<file path="config.mk">
export PLATFORM = sky130hd
export DESIGN_NAME = modular_exponentiation
export DESIGN_NICKNAME = d
export VERILOG_FILES = /design/src/hw/rtl/mexp_pkg.sv /design/src/hw/rtl/modular_exponentiation.sv
export SDC_FILE = /design/constraint.sdc
export NUM_CORES = 1
export LEC_CHECK = 0
export BUFFER_PORTS_ARGS = -buffer_cell sky130_fd_sc_hd__buf_2
export CAP_MARGIN = 10
export CORE_AREA = 2 2 126 128
export CTS_CLUSTER_DIAMETER = 100
export DETAILED_ROUTE_END_ITERATION = 12
export DIE_AREA = 0 0 128 130
export GPL_ROUTABILITY_DRIVEN = 0
export PLACE_DENSITY = 0.78
export SLEW_MARGIN = 20
export SYNTH_ARGS = -nofsm -noshare
export SYNTH_HDL_FRONTEND = slang
export SYNTH_SLANG_ARGS = --single-unit
</file>
<file path="constraint.sdc">
create_clock -name clk -period 14 [get_ports clk]
set_clock_uncertainty 0.05 [all_clocks]
set_input_delay 4.2 -clock clk [delete_from_list [all_inputs] [get_ports clk]]
set_output_delay 4.2 -clock clk [all_outputs]
set_load 0.02 [all_outputs]
</file>
<file path="src/hw/rtl/mexp_pkg.sv">
// Package: sequencer states and register map for the modular exponentiation block.
package mexp_pkg;

    typedef enum logic [2:0] {
        ST_IDLE,
        ST_REDUCE,
        ST_STEP,
        ST_MUL,
        ST_SQR,
        ST_FINISH
    } mexp_state_t;

    // Register select: byte address bit 2 picks the 32-bit register slot.
    localparam logic REG_MODULUS = 1'b0;

    // Modulus value after reset, cut to the operand width at the top level.
    localparam logic [31:0] MODULUS_RESET = 32'd8192;

endpackage

</file>
<file path="src/hw/rtl/modular_exponentiation.sv">
// Top level: modular exponentiation by right-to-left square and multiply.
//
//  channel | signals                               | direction | payload
//  --------+---------------------------------------+-----------+---------------------------
//  req     | req_valid, req_ready                  | in        | base, exponent
//  rsp     | rsp_valid, rsp_ready                  | out       | power
//  apb     | psel, penable, pwrite, paddr, pwdata, | in/out    | modulus at byte address 0
//          | prdata, pready                        |           |
//
//  One transaction at a time. A single shift-add-reduce unit does every modular
//  multiplication, one multiplier bit per cycle. The base is first reduced through
//  the unit; then each exponent bit up to the highest set bit is dispatched to a
//  square, preceded by a multiply when the bit is set. After the last step the
//  sequencer passes through ST_FINISH and ST_IDLE before it accepts the next one.
//  rst_n is asynchronous, active low; the modulus resets to 8192.
//  The result sits in an output register, so req_ready returns while a result
//  is still waiting; a new result waits in ST_FINISH until that one is taken.
module modular_exponentiation
    import mexp_pkg::*;
#(
    parameter int OPERAND_BITS = 16,
    parameter int EXP_BITS     = 16
) (
    input  logic                    clk,
    input  logic                    rst_n,
    // configuration
    input  logic                    psel,
    input  logic                    penable,
    input  logic                    pwrite,
    input  logic [2:0]              paddr,
    input  logic [31:0]             pwdata,
    output logic [31:0]             prdata,
    output logic                    pready,
    // request
    input  logic                    req_valid,
    output logic                    req_ready,
    input  logic [OPERAND_BITS-1:0] base,
    input  logic [EXP_BITS-1:0]     exponent,
    // response
    output logic                    rsp_valid,
    input  logic                    rsp_ready,
    output logic [OPERAND_BITS-1:0] power
);

    localparam int W     = OPERAND_BITS;
    localparam int CNT_W = $clog2(OPERAND_BITS);

    mexp_state_t          state_reg, state_next;

    logic [W-1:0]         modulus_reg;
    logic [EXP_BITS-1:0]  e_reg, e_next;
    logic [W-1:0]         acc_reg, acc_next;      // running result
    logic [W-1:0]         b_reg, b_next;          // running base power
    logic [W-1:0]         opa_reg, opa_next;      // multiplier, scanned MSB first
    logic [W-1:0]         opb_reg, opb_next;      // multiplicand, below modulus
    logic [W:0]           r_reg, r_next;          // partial remainder
    logic [CNT_W-1:0]     cnt_reg, cnt_next;
    logic [W-1:0]         power_reg, power_next;
    logic                 rsp_valid_reg, rsp_valid_next;

    logic [W:0]           m_eff;
    logic [W+1:0]         t_sum, t_m1, t_m2, t_red;
    logic [W:0]           unit_res;
    logic                 unit_busy;
    logic                 unit_last;
    logic                 rsp_free;

    // ------------------------------------------------------------------
    // Configuration port
    // ------------------------------------------------------------------
    assign pready = 1'b1;
    assign prdata = (paddr[2] == REG_MODULUS) ? 32'(modulus_reg) : 32'd0;

    always_ff @(posedge clk or negedge rst_n)
    begin
        if (!rst_n)
        begin
            modulus_reg <= MODULUS_RESET[W-1:0];
        end
        else if (psel && penable && pwrite && pready && (paddr[2] == REG_MODULUS))
        begin
            modulus_reg <= pwdata[W-1:0];
        end
    end

    // Zero modulus stands for 2^W: arithmetic then wraps at operand width.
    assign m_eff = (modulus_reg == '0) ? {1'b1, {W{1'b0}}} : {1'b0, modulus_reg};

    // ------------------------------------------------------------------
    // Shared unit: r = 2r + (a_bit ? b : 0), then at most 2m taken off.
    // With r < m and b < m the sum stays below 3m.
    // ------------------------------------------------------------------
    assign t_sum = {r_reg, 1'b0} + (opa_reg[W-1] ? {2'b00, opb_reg} : '0);
    assign t_m1  = {1'b0, m_eff};
    assign t_m2  = {m_eff, 1'b0};

    always_comb
    begin
        priority if (t_sum >= t_m2)
        begin
            t_red = t_sum - t_m2;
        end
        else if (t_sum >= t_m1)
        begin
            t_red = t_sum - t_m1;
        end
        else
        begin
            t_red = t_sum;
        end
    end

    assign unit_res  = t_red[W:0];
    assign unit_busy = (state_reg == ST_REDUCE) || (state_reg == ST_MUL) ||
                       (state_reg == ST_SQR);
    assign unit_last = (cnt_reg == CNT_W'(W - 1));
    assign rsp_free  = !rsp_valid_reg || rsp_ready;

    // ------------------------------------------------------------------
    // Sequencer: next state
    // ------------------------------------------------------------------
    always_comb
    begin
        state_next = state_reg;
        unique case (state_reg)
            ST_IDLE:
            begin
                if (req_valid)
                begin
                    state_next = ST_REDUCE;
                end
            end
            ST_REDUCE:
            begin
                if (unit_last)
                begin
                    state_next = ST_STEP;
                end
            end
            ST_STEP:
            begin
                priority if (e_reg == '0)
                begin
                    state_next = ST_FINISH;
                end
                else if (e_reg[0])
                begin
                    state_next = ST_MUL;
                end
                else
                begin
                    state_next = ST_SQR;
                end
            end
            ST_MUL:
            begin
                if (unit_last)
                begin
                    state_next = ST_SQR;
                end
            end
            ST_SQR:
            begin
                if (unit_last)
                begin
                    state_next = ST_STEP;
                end
            end
            ST_FINISH:
            begin
                if (rsp_free)
                begin
                    state_next = ST_IDLE;
                end
            end
            default:
            begin
                state_next = ST_IDLE;
            end
        endcase
    end

    // ------------------------------------------------------------------
    // Sequencer: datapath control and outputs
    // ------------------------------------------------------------------
    always_comb
    begin
        req_ready      = (state_reg == ST_IDLE);
        e_next         = e_reg;
        acc_next       = acc_reg;
        b_next         = b_reg;
        opa_next       = opa_reg;
        opb_next       = opb_reg;
        r_next         = r_reg;
        cnt_next       = cnt_reg;
        power_next     = power_reg;
        rsp_valid_next = rsp_valid_reg && !rsp_ready;

        if (unit_busy)
        begin
            opa_next = {opa_reg[W-2:0], 1'b0};
            r_next   = unit_res;
            cnt_next = cnt_reg + 1'b1;
        end

        unique case (state_reg)
            ST_IDLE:
            begin
                if (req_valid)
                begin
                    // base mod m is base * 1 through the unit
                    e_next   = exponent;
                    acc_next = W'(1);
                    opa_next = base;
                    opb_next = W'(1);
                    r_next   = '0;
                    cnt_next = '0;
                end
            end
            ST_REDUCE:
            begin
                if (unit_last)
                begin
                    b_next = unit_res[W-1:0];
                end
            end
            ST_STEP:
            begin
                if (e_reg != '0)
                begin
                    opa_next = e_reg[0] ? acc_reg : b_reg;
                    opb_next = b_reg;
                    r_next   = '0;
                    cnt_next = '0;
                end
            end
            ST_MUL:
            begin
                if (unit_last)
                begin
                    acc_next = unit_res[W-1:0];
                    opa_next = b_reg;
                    opb_next = b_reg;
                    r_next   = '0;
                    cnt_next = '0;
                end
            end
            ST_SQR:
            begin
                if (unit_last)
                begin
                    b_next = unit_res[W-1:0];
                    e_next = e_reg >> 1;
                end
            end
            ST_FINISH:
            begin
                if (rsp_free)
                begin
                    power_next     = acc_reg;
                    rsp_valid_next = 1'b1;
                end
            end
            default:
            begin
            end
        endcase
    end

    always_ff @(posedge clk or negedge rst_n)
    begin
        if (!rst_n)
        begin
            state_reg     <= ST_IDLE;
            rsp_valid_reg <= 1'b0;
            cnt_reg       <= '0;
        end
        else
        begin
            state_reg     <= state_next;
            rsp_valid_reg <= rsp_valid_next;
            cnt_reg       <= cnt_next;
        end
    end

    always_ff @(posedge clk)
    begin
        e_reg     <= e_next;
        acc_reg   <= acc_next;
        b_reg     <= b_next;
        opa_reg   <= opa_next;
        opb_reg   <= opb_next;
        r_reg     <= r_next;
        power_reg <= power_next;
    end

    assign rsp_valid = rsp_valid_reg;
    assign power     = power_reg;

`ifndef ASSERT_OFF
    a_accept_starts: assert property (@(posedge clk) disable iff (!rst_n)
        req_valid && req_ready |=> state_reg == ST_REDUCE)
        else $error("accepted transaction did not start base reduction");

    a_mul_on_set_bit: assert property (@(posedge clk) disable iff (!rst_n)
        state_reg == ST_MUL |-> e_reg[0])
        else $error("multiply step on a clear exponent bit");

    a_unit_hands_on: assert property (@(posedge clk) disable iff (!rst_n)
        unit_busy && unit_last |=> state_reg != $past(state_reg))
        else $error("sequencer stayed in a unit state after its last bit");

    a_finish_delivers: assert property (@(posedge clk) disable iff (!rst_n)
        state_reg == ST_FINISH && rsp_free |=> rsp_valid_reg && state_reg == ST_IDLE)
        else $error("finished result not presented");
`endif

endmodule

</file>
-- Word level (Yosys, flattened, before mapping)
Index checks and enable logic that the tools add are counted.
- bits in registers: 137
- latch bits: 0
- RAM bits: 0
- ROM bits: 0
- input bits: 74
- output and inout bits: 51
- memories kept: 0
- add/sub/neg operators: 4
- $mul: 0
- divide/modulo/power cells: 0
- $lt $le $gt $ge: 2
- equality and inequality tests: 12
- shifts and indexed selects: 0
- mux-type cells: 39
- bitwise gates (word level): 1
- reductions and logical operators: 23
- operators with widths (kind ; count):
    16-bit 2-to-1 mux ; 13
    17-bit 2-to-1 mux ; 7
    16-bit one-hot mux with 3 select lines ; 2
    16-bit one-hot mux with 2 select lines ; 2
    17-bit one-hot mux with 3 select lines ; 1
    17-bit subtractor ; 2
    16-bit zero test ; 2
    18-bit by 16-bit adder with 18-bit output ; 1
    18-bit by 17-bit greater-or-equal comparator with 1-bit output ; 1
    18-bit greater-or-equal comparator ; 1
    3-bit 2-to-1 mux ; 6
    4-bit 2-to-1 mux ; 4
    16-bit nonzero test ; 1
    3-bit one-hot mux with 5 select lines ; 1
    4-bit one-hot mux with 3 select lines ; 1
    2-bit inequality test, second input constant ; 5
    4-bit AND reduction ; 2
    3-bit by 2-bit equality test with 1-bit output, second input constant ; 2
    3-bit equality test, second input constant ; 2
    3-bit AND reduction ; 2
    4-bit by 1-bit adder with 4-bit output, second input constant ; 1
    4-bit equality test, second input constant ; 1
    1-bit logical AND ; 4
    2-bit AND reduction ; 2
    10 further kinds ; 15

-- Logic depth before layout (Yosys ltp)
- depth in word-level cells: 8
- depth in mapped cells: 21

-- Worst setup path after synthesis
Ideal clock, no wire load.
- kind: input -> output
- from: input port paddr[2]
- to: output port prdata[10]
- arrival time: 4859 ps
- setup slack: 4891 ps
- stages on the path: 3
- path buffers: 2
- path through: clkbuf_1 > clkbuf_1 > nor2_1
- cells in the longest elaborated chain, start to end: 1
- ends and longest elaborated chain (element ; RTL line ; source):
    from (decl) ; modular_exponentiation.sv:30 ; input logic [2:0] paddr,
    16-bit 2-to-1 mux ; modular_exponentiation.sv:72 ; assign prdata = (paddr[2] == REG_MODULUS) ? 32'(modulus_reg) : 32'd0;
    to (decl) ; modular_exponentiation.sv:32 ; output logic [31:0] prdata,
No other way between the ends.

-- Final worst setup path
- from: input port paddr[2]
- to: output port prdata[0]
The elaborated chain is that of the path after synthesis.

==> flow_metrics.tcl <==
set metrics [dict create \
    dieHeight_um 130 \
    post-cts-setup-buffer-count 0 \
    rsz0062_at_grt "no" \
    setup_tns_ns 0 \
    netlist-cell-type-count 75 \
    synth_enable_flop_cells 80 \
    ctsResizeCount 0 \
    htree_levels 4 \
    latest_clock_arrival_within_the_worst_skew_pair_ns 0.43 \
    layout_commonest_cell "sky130_fd_sc_hd__buf_2" \
    max-clock-path-buffers 2 \
    routed_wirelength_um 19600 \
    multi_input_gate_area_um2 4450 \
    synth_sequential_area_ratio 0.433 \
    remaining_drc_errors 0 \
    dp_hpwl_um 14200 \
    syn-instance-count 834 \
    synth-main-ff-cell "sky130_fd_sc_hd__edfxtp_1" \
    clock_tree_from_tritoncts "done" \
    cts_num_sinks 137 \
    final_util 0.621 \
    regArea_um2 3660 \
    drt_first_iter_violations 541 \
    cts_hold_repair.buffers 0 \
    worst_ep_arrival_time_ns 4.67 \
    final.min_clock_period_ns 8.92 \
    maxUsedRoutingLayer "met4" \
    achievable-frequency_mhz 112 \
    floorplan.die_area_um2 16600 \
    max_slew.worst_pin.slew_ns 0.850 \
    first_global_vias 5933 \
    largest_register_ff_count 17 \
    antennaDiodeCount 0 \
    largest_net_degree_at_the_start_of_global_routing 54 \
    hold_path_startpoint "acc_reg[8]" \
    m1WireLength_um 9170 \
    synth.cell_area_um2 8460 \
    postSynthAreaPerCell_um2 10.1 \
    num_rows 46 \
    relSlewSlack 0.433 \
    drt.antenna.violating_nets 0 \
    cp-startpoint "paddr[2]" \
    clock-root-buffer "sky130_fd_sc_hd__clkbuf_16" \
    clk_pin_slew_worst_paths_ns 0.06 \
    synth_seq_cells 137 \
    ios 125 \
    avgViaCountPerCell 5.93 \
    layout_worst_path_cycle_share 0.637 \
    report.final.slew_viol_count 0 \
    critPathRequiredTime_ns 9.75 \
    met2RoutedLength_um 8990 \
    die_w_um 128 \
    nets 1038 \
    cp-end-kind "primary output" \
    core_region_area_um2 15400 \
    hp-class "reg -> reg" \
    grt_antenna_before_repair 0 \
    critical_path_peak_fanout 17 \
    synth_async_sr_flop_share 0.175 \
    timing_hold_violations_final 0 \
    layout_common_cells "sky130_fd_sc_hd__buf_2, sky130_fd_sc_hd__edfxtp_1, sky130_fd_sc_hd__nor2_1, sky130_fd_sc_hd__nand2_1, sky130_fd_sc_hd__ha_1" \
    grt_first_pass_wirelength_um 31100 \
    port_buffers 89 \
    number_of_buffers_added_by_the_clock_tree_synthesis_step 17 \
    worst-setup-path-type "in -> out" \
    drt_pre_antenna_iters 7 \
    vias 6633 \
    max_cap_viol_count 0 \
    cp-start-kind "input port" \
    setup_viol 0 \
    p_r_area_growth_vs_syn_pct 13.2 \
    worst_r2r_startpoint "opa_reg[15]" \
    effective_utilization_at_floorplan 0.549 \
    status "finished, final reports clean" \
    drt-wirelength-per-cell_um 17.5 \
    post_route_cells_drive_above_1_share 0.191 \
    grt_overflow 0 \
    detailroute.wirelength.met3_um 1250 \
    grt_total_usage 0.241 \
    ys_warnings 0 \
    fillers 1319 \
]
## cell usage after synthesis, types with 3 or more instances
| cell | number | share of area |
|---|---|---|
| sky130_fd_sc_hd__a211oi_1 | 12 | 0.011 |
| sky130_fd_sc_hd__a21boi_0 | 4 | 0.0035 |
| sky130_fd_sc_hd__a21o_1 | 14 | 0.012 |
| sky130_fd_sc_hd__a21oi_1 | 41 | 0.024 |
| sky130_fd_sc_hd__a222oi_1 | 15 | 0.018 |
| sky130_fd_sc_hd__a22oi_1 | 3 | 0.0027 |
| sky130_fd_sc_hd__a41oi_1 | 4 | 0.0041 |
| sky130_fd_sc_hd__and2_1 | 33 | 0.024 |
| sky130_fd_sc_hd__and3_1 | 4 | 0.0030 |
| sky130_fd_sc_hd__buf_1 | 3 | 0.0013 |
| sky130_fd_sc_hd__buf_2 | 4 | 0.0024 |
| sky130_fd_sc_hd__buf_4 | 17 | 0.015 |
| sky130_fd_sc_hd__clkbuf_1 | 27 | 0.012 |
| sky130_fd_sc_hd__dfrtp_1 | 23 | 0.068 |
| sky130_fd_sc_hd__dfxtp_1 | 33 | 0.078 |
| sky130_fd_sc_hd__edfxtp_1 | 80 | 0.28 |
| sky130_fd_sc_hd__fa_1 | 3 | 0.0071 |
| sky130_fd_sc_hd__ha_1 | 48 | 0.071 |
| sky130_fd_sc_hd__inv_1 | 39 | 0.017 |
| sky130_fd_sc_hd__maj3_1 | 3 | 0.0035 |
| sky130_fd_sc_hd__mux2_2 | 35 | 0.047 |
| sky130_fd_sc_hd__mux2i_1 | 22 | 0.026 |
| sky130_fd_sc_hd__nand2_1 | 50 | 0.022 |
| sky130_fd_sc_hd__nand2b_1 | 14 | 0.010 |
| sky130_fd_sc_hd__nand3_1 | 16 | 0.0095 |
| sky130_fd_sc_hd__nand4_1 | 9 | 0.0067 |
| sky130_fd_sc_hd__nor2_1 | 70 | 0.031 |
| sky130_fd_sc_hd__nor2b_1 | 12 | 0.0089 |
| sky130_fd_sc_hd__nor3_1 | 13 | 0.0077 |
| sky130_fd_sc_hd__nor4_1 | 13 | 0.0096 |
| sky130_fd_sc_hd__o211a_1 | 5 | 0.0059 |
| sky130_fd_sc_hd__o211ai_1 | 7 | 0.0062 |
| sky130_fd_sc_hd__o21a_1 | 15 | 0.013 |
| sky130_fd_sc_hd__o21ai_0 | 38 | 0.022 |
| sky130_fd_sc_hd__o21bai_1 | 6 | 0.0053 |
| sky130_fd_sc_hd__o22ai_1 | 3 | 0.0022 |
| sky130_fd_sc_hd__o2bb2ai_1 | 3 | 0.0031 |
| sky130_fd_sc_hd__o31a_1 | 4 | 0.0041 |
| sky130_fd_sc_hd__o31ai_1 | 3 | 0.0027 |
| sky130_fd_sc_hd__or2_2 | 3 | 0.0022 |
| sky130_fd_sc_hd__or3_1 | 4 | 0.0030 |
| sky130_fd_sc_hd__xnor2_1 | 22 | 0.023 |
| sky130_fd_sc_hd__xor2_1 | 14 | 0.014 |
## final timing paths
check                                 endpoint  slack (ns)  cells after the start
min in group asynchronous         state_reg[1]        3.71                      1
worst max register to register      acc_reg[7]        8.17                     18
worst max-delay path                 prdata[0]        5.08                      3
max in group asynchronous       modulus_reg[7]        9.80                      1
worst min register to register        power[8]        0.41                      0
worst min-delay path                  power[8]        0.41                      0
## per-stage QoR
stage	hold WS (ns)	instances	cell area, µm²	worst slack, ns
final	0.412	1118	9580	5.08
after global routing	0.416	1118	9580	5.01
after CTS	0.411	1118	9580	5.06
after floorplan	0.376	849	8520	4.89
after detailed placement	0.397	1086	9000	5.07
after global placement	0.388	1086	9000	5.08
## layout make-up
class / count / area share
inverters: 39 / 0.0153
clock buffers: 18 / 0.0448
well taps: 192 / 0.0251
flip-flops and latches: 137 / 0.382
multi-input cells: 621 / 0.464
repair buffers: 97 / 0.0528
clock inverters: 14 / 0.0151
## worst max-delay path, cell delays in order
cell,delay [ns]
sky130_fd_sc_hd__buf_2,0.18
sky130_fd_sc_hd__nor2b_1,0.12
sky130_fd_sc_hd__buf_2,0.16
## cells by family after synthesis
logic type	count (synthesis)	share of synthesized area
and+or+nand+nor	249	0.148
AOI/OAI and AO/OA	207	0.176
DFF	137	0.433
buffers and inverters	91	0.0494
muxes	58	0.0744
adders and majority gates	54	0.0816
xor gates and xnor gates	36	0.0373
other	2	0.000888
## metal layers
metal	global-route usage	up-vias
met3	0.0476	17
met1	0.354	3137
met2	0.369	247
met5	0	-
met4	0.0562	0
li1	-	3232
Power is left out: the tool's default activity adds up to more than one toggle a clock period on the data nets, which glitch-free logic cannot reach.
